[config.mk]
export PLATFORM = sky130hd
export DESIGN_NAME = sbd_fifo
export DESIGN_NICKNAME = d
export VERILOG_FILES = /design/src/hw/rtl/sbd_pkg.sv /design/src/hw/rtl/sbd_fifo.sv
export SDC_FILE = /design/constraint.sdc
export NUM_CORES = 1
export LEC_CHECK = 0
export BUFFER_PORTS_ARGS = -buffer_cell sky130_fd_sc_hd__clkbuf_2
export CORE_ASPECT_RATIO = 0.8
export CORE_MARGIN = 3
export CORE_UTILIZATION = 53
export CTS_CLUSTER_SIZE = 20
export DETAILED_ROUTE_END_ITERATION = 7
export PLACE_DENSITY = 0.79
export SLEW_MARGIN = 20
export SYNTH_ARGS = -nofsm -noshare
export SYNTH_HDL_FRONTEND = slang
export SYNTH_SLANG_ARGS = --single-unit
[constraint.sdc]
create_clock -name clk -period 3.44 [get_ports clk]
set_clock_uncertainty 0.05 [all_clocks]
set_input_delay 0.688 -clock clk [delete_from_list [all_inputs] [get_ports clk]]
set_output_delay 0.688 -clock clk [all_outputs]
set_load 0.05 [all_outputs]
[src/hw/rtl/sbd_pkg.sv]
// ----------------------------------------------------------------------------
// sbd_pkg: shared types and constants for the soft brush dab blender
// Register indexes, queue payload, blend settings, size limits and pipeline
// step counts.
// ----------------------------------------------------------------------------
package sbd_pkg;

	// configuration register indexes
	typedef enum logic [2:0] {
		REG_RADIUS   = 3'd0,
		REG_HARDNESS = 3'd1,
		REG_OPACITY  = 3'd2,
		REG_COLOR    = 3'd3,
		REG_ERASER   = 3'd4,
		REG_WIDTH    = 3'd5,
		REG_HEIGHT   = 3'd6
	} reg_idx_t;

	// size limits; datapath widths are built for these values
	localparam int MAX_RADIUS    = 256;
	localparam int MAX_IMAGE_DIM = 4096;

	// Q1.16 unity
	localparam logic [16:0] ONE_Q16 = 17'h10000;

	// sqrt of d2 << 32: one root bit per step
	localparam int SQ_STEPS   = 25;
	// root / radius: 17 quotient bits
	localparam int DIV1_STEPS = 17;
	// falloff division: 16 quotient bits
	localparam int DIV2_STEPS = 16;

	// pixel coordinate and source color carried down the pipe
	typedef struct packed {
		logic [11:0] px;
		logic [11:0] py;
		logic [7:0]  r;
		logic [7:0]  g;
		logic [7:0]  b;
		logic [7:0]  a;
	} pix_t;

	// front to back queue entry
	typedef struct packed {
		logic [17:0] d2;
		pix_t        pix;
	} work_t;

	// effective (saturated) blend settings
	typedef struct packed {
		logic [8:0]  radius;
		logic [16:0] h16;
		logic [8:0]  opacity;
		logic [23:0] color;
		logic        eraser;
	} blend_cfg_t;

	// queue handshake status
	typedef struct packed {
		logic push;
		logic full;
		logic pop;
		logic empty;
	} q_stat_t;

endpackage

[src/hw/rtl/sbd_fifo.sv]
// ----------------------------------------------------------------------------
// sbd_fifo: short queue between classifier and blend pipeline
// Four entries, first-word fall-through read.
// ----------------------------------------------------------------------------
module sbd_fifo (
	input  logic               clk,
	input  logic               arst_n,
	input  logic               push,
	input  sbd_pkg::work_t     push_data,
	input  logic               pop,
	output sbd_pkg::work_t     pop_data,
	output logic               full,
	output logic               empty
);

	localparam int DEPTH = 4;
	localparam int AW    = $clog2(DEPTH);

	sbd_pkg::work_t  mem_q [DEPTH];
	logic [AW-1:0]   wr_ptr_q, rd_ptr_q;
	logic [AW:0]     count_q;
	logic            do_push, do_pop;

	assign full     = (count_q == (AW+1)'(DEPTH));
	assign empty    = (count_q == '0);
	assign do_push  = push && !full;
	assign do_pop   = pop && !empty;
	assign pop_data = mem_q[rd_ptr_q];

	// pointers and fill count
	always_ff @(posedge clk or negedge arst_n) begin
		if (!arst_n) begin
			wr_ptr_q <= '0;
			rd_ptr_q <= '0;
			count_q  <= '0;
		end else begin
			if (do_push)
				wr_ptr_q <= wr_ptr_q + 1'b1;
			if (do_pop)
				rd_ptr_q <= rd_ptr_q + 1'b1;
			if (do_push && !do_pop)
				count_q <= count_q + 1'b1;
			else if (do_pop && !do_push)
				count_q <= count_q - 1'b1;
		end
	end

	// storage
	always_ff @(posedge clk) begin
		if (do_push)
			mem_q[wr_ptr_q] <= push_data;
	end

endmodule

==> flow_metrics.env <==
export IMPL_status="finished, final reports clean"
export IMPL_drive_gt1_share_pct=45.5
export IMPL_synth_common_cells="edfxtp_1 (296), mux4_2 (74), buf_2 (7), dfrtp_1 (7)"
export IMPL_critPathRequiredTime_ps=2700
export IMPL_multi_input_area_um2=1900
export IMPL_die_w_um=168
export IMPL_routabilityCongestion=0.716
export IMPL_ys_top_cells_by_area="edfxtp_1 (80%), mux4_2 (15%), dfrtp_1 (1.6%), buf_12 (0.90%), ha_1 (0.56%)"
export IMPL_ant_nets=0
export IMPL_crit_family="buffers and inverters"
export IMPL_cpMaxStageDelayCell="mux4_2"
export IMPL_drt_total_wl_um=19600
export IMPL_dr_total_vias=4990
export IMPL_cts_sinks=303
export IMPL_drc=0
export IMPL_ys_seq_area_share_pct=81.3
export IMPL_relSlewSlack_pct=58.5
export IMPL_htreeDepth=1
export IMPL_synth_most_common_cell="edfxtp_1"
export IMPL_first_pass_iters=4
export IMPL_syn2layout_area_growth_pct=17.7
export IMPL_cts_tree="yes"
export IMPL_critPathBufInv=2
export IMPL_yosysWarningCount=0
export IMPL_start_util_pct=55.2
export IMPL_end_kind="primary output"
export IMPL_path_class="register to primary output"
export IMPL_worstHoldPathType="input pin to register"
export IMPL_row_count=46
export IMPL_numCtsBuffers=28
export IMPL_overflow=0
export IMPL_syn_inst=423
export IMPL_synth_edf_count=296
export IMPL_avgSynthCellArea_um2=26.3
export IMPL_path_clk_slew_ps=60
export IMPL_period_share_pct=89.5
export IMPL_antenna_found_initial=1
export IMPL_setup_viol=0
export IMPL_synth_flop_cell="edfxtp_1"
export IMPL_setup_slack_ps=360
export IMPL_hold_viol=0
export IMPL_cts_resized=0
export IMPL_syn_area_um2=11100
export IMPL_maxSlewViolCount=0
export IMPL_track_usage_pct=17.4
export IMPL_netlist_cell_type_count=21
export IMPL_nNetsFinal=680
export IMPL_die_area_um2=22800
export IMPL_die_h_um=136
export IMPL_dr_first_iter_drc_count=448
export IMPL_synth_nets=507
export IMPL_clockBufferDepth=3
export IMPL_grt_setup_unrepaired="false"
export IMPL_cp_start_kind="register"
export IMPL_core_um2=20200
export IMPL_vdd_drop_max_mv=0.885
export IMPL_grt_start_max_net_pins=77
export IMPL_crit_fanout=76
export IMPL_tightestPinTransition_ps=623
export IMPL_power_leakage_nw=4.53
export IMPL_cap_violations=0
export IMPL_num_io_pins=154
export IMPL_synth_top_area_share_pct=79.8
export IMPL_yosys_area_top_type="edfxtp_1"
export IMPL_fin_setup_tns_ps=0
export IMPL_max_stage_delay_ps=620
export IMPL_avgViaCountPerCell=5.66
export IMPL_r2r_slack_ps=990
export IMPL_crit_arrival_ps=2340
export IMPL_async_reset_ff_share_pct=2.31
export IMPL_fillers=1297
export IMPL_seqCellArea_um2=9070
export IMPL_first_global_vias=5333
export IMPL_fmax_mhz=325
export IMPL_dp_hpwl_um=11800
export IMPL_synth_seq_cells=303
export IMPL_routedWlPerCell_um=22.3
export IMPL_post_place_ws_ps=724
export IMPL_path_cells="buf_12, mux4_2, clkbuf_2"
export IMPL_power_per_cell_area_nw_per_um2=1000
export IMPL_clock_latency_ps=520
export IMPL_cts_root_buf="clkbuf_16"
export IMPL_n_antenna_cell=0
export IMPL_layout_min_cycle_time_ps=3080
export IMPL_io_buffer_count=153
export IMPL_grt_first_pass_wirelength_um=30200
==> metrics by stage <==
step	util, %	total power [mW]	std cells	cell area [um2]	hold WS [ps]
4_1_cts	64.9	13.4	882	13100	300
5_1_grt	64.9	13.7	882	13100	311
6_report	64.9	13.2	882	13100	330
3_3_place_gp	60.4	10.2	829	12200	410
2_1_floorplan	-	9.29	423	11100	342
3_5_place_dp	60.4	10.4	829	12200	450
==> worst register-to-register path, stage by stage (launching register included) <==
cell and delay (ps):
dfrtp_1 410, nor3b_2 200, nor2b_1 470, ha_1 300, inv_1 70, fa_1 380
xor2_1 180, nor2_1 140, xor2_1 180
==> sequential cells by signal (all words and copies together), names as in the netlist <==
name      cells
wr_ptr_q      2
mem_q       296
rd_ptr_q      2
count_q       3
==> routing by layer <==
layer / vias to the layer above / global-route usage (%) / share of wire (%) / wire length [um]
met1: 2629 / 24.4 / 41 / 8100
met3: 40 / 4.43 / 7.3 / 1430
met2: 166 / 28.0 / 49 / 9680
met5: - / 0 / 0.056 / 11
met4: 2 / 4.32 / 2.1 / 414
li1: 2153 / - / - / -
==> path summary, 6_finish.rpt <==
path,startpoint,endpoint,cells after the start
max,rd_ptr_q[0]$_DFFE_PN0P_,pop_data[66],3
min,push_data[57],mem_q[0][57]$_DFFE_PP_,1
max reg2reg,count_q[2]$_DFFE_PN0P_,count_q[2]$_DFFE_PN0P_,8
min reg2reg,count_q[2]$_DFFE_PN0P_,count_q[2]$_DFFE_PN0P_,1
max in group asynchronous,arst_n,rd_ptr_q[1]$_DFFE_PN0P_,2
min in group asynchronous,arst_n,count_q[0]$_DFFE_PN0P_,2
==> layout make-up <==
class                      instances  share of cell area, %
sequential                       303                   69.2
multi-input combinational         98                   14.5
timing repair buffer             161                   6.89
clock buffer                      40                   5.85
tap                              264                   2.52
clock inverter                    12                   1.00
inverter                           4                  0.114
==> cell families after synthesis <==
family / synth area share [%]
xor+xnor: 0.472
fa+ha+maj: 0.741
buf+inv: 1.72
flops: 81.3
mux: 15.2
simple gates: 0.561
==> layout by cell type, fill, tap and decap left out, drive strengths merged, types with 2 or more instances in the layout <==
| cell type | instances |
|---|---|
| and2 | 4 |
| buf | 7 |
| bufinv | 3 |
| clkbuf | 193 |
| clkinv | 9 |
| dfrtp | 7 |
| edfxtp | 296 |
| ha | 5 |
| inv | 4 |
| mux2 | 2 |
| mux4 | 74 |
| xnor2 | 4 |
| xor2 | 2 |
==> repair_timing <==
item	4_1_cts	5_1_grt
endpoints found under the hold margin	7	0
hold buffers	1	0
buffers inserted	0	0
==> report_power, final <==
part           total (mW)  switching [mW]  internal (mW)
sequential           5.14           0.253           4.88
combinational        5.06            3.55           1.51
clock                2.98            1.20           1.77
total                13.2            5.01           8.17
(Power assumes the default switching activity.)
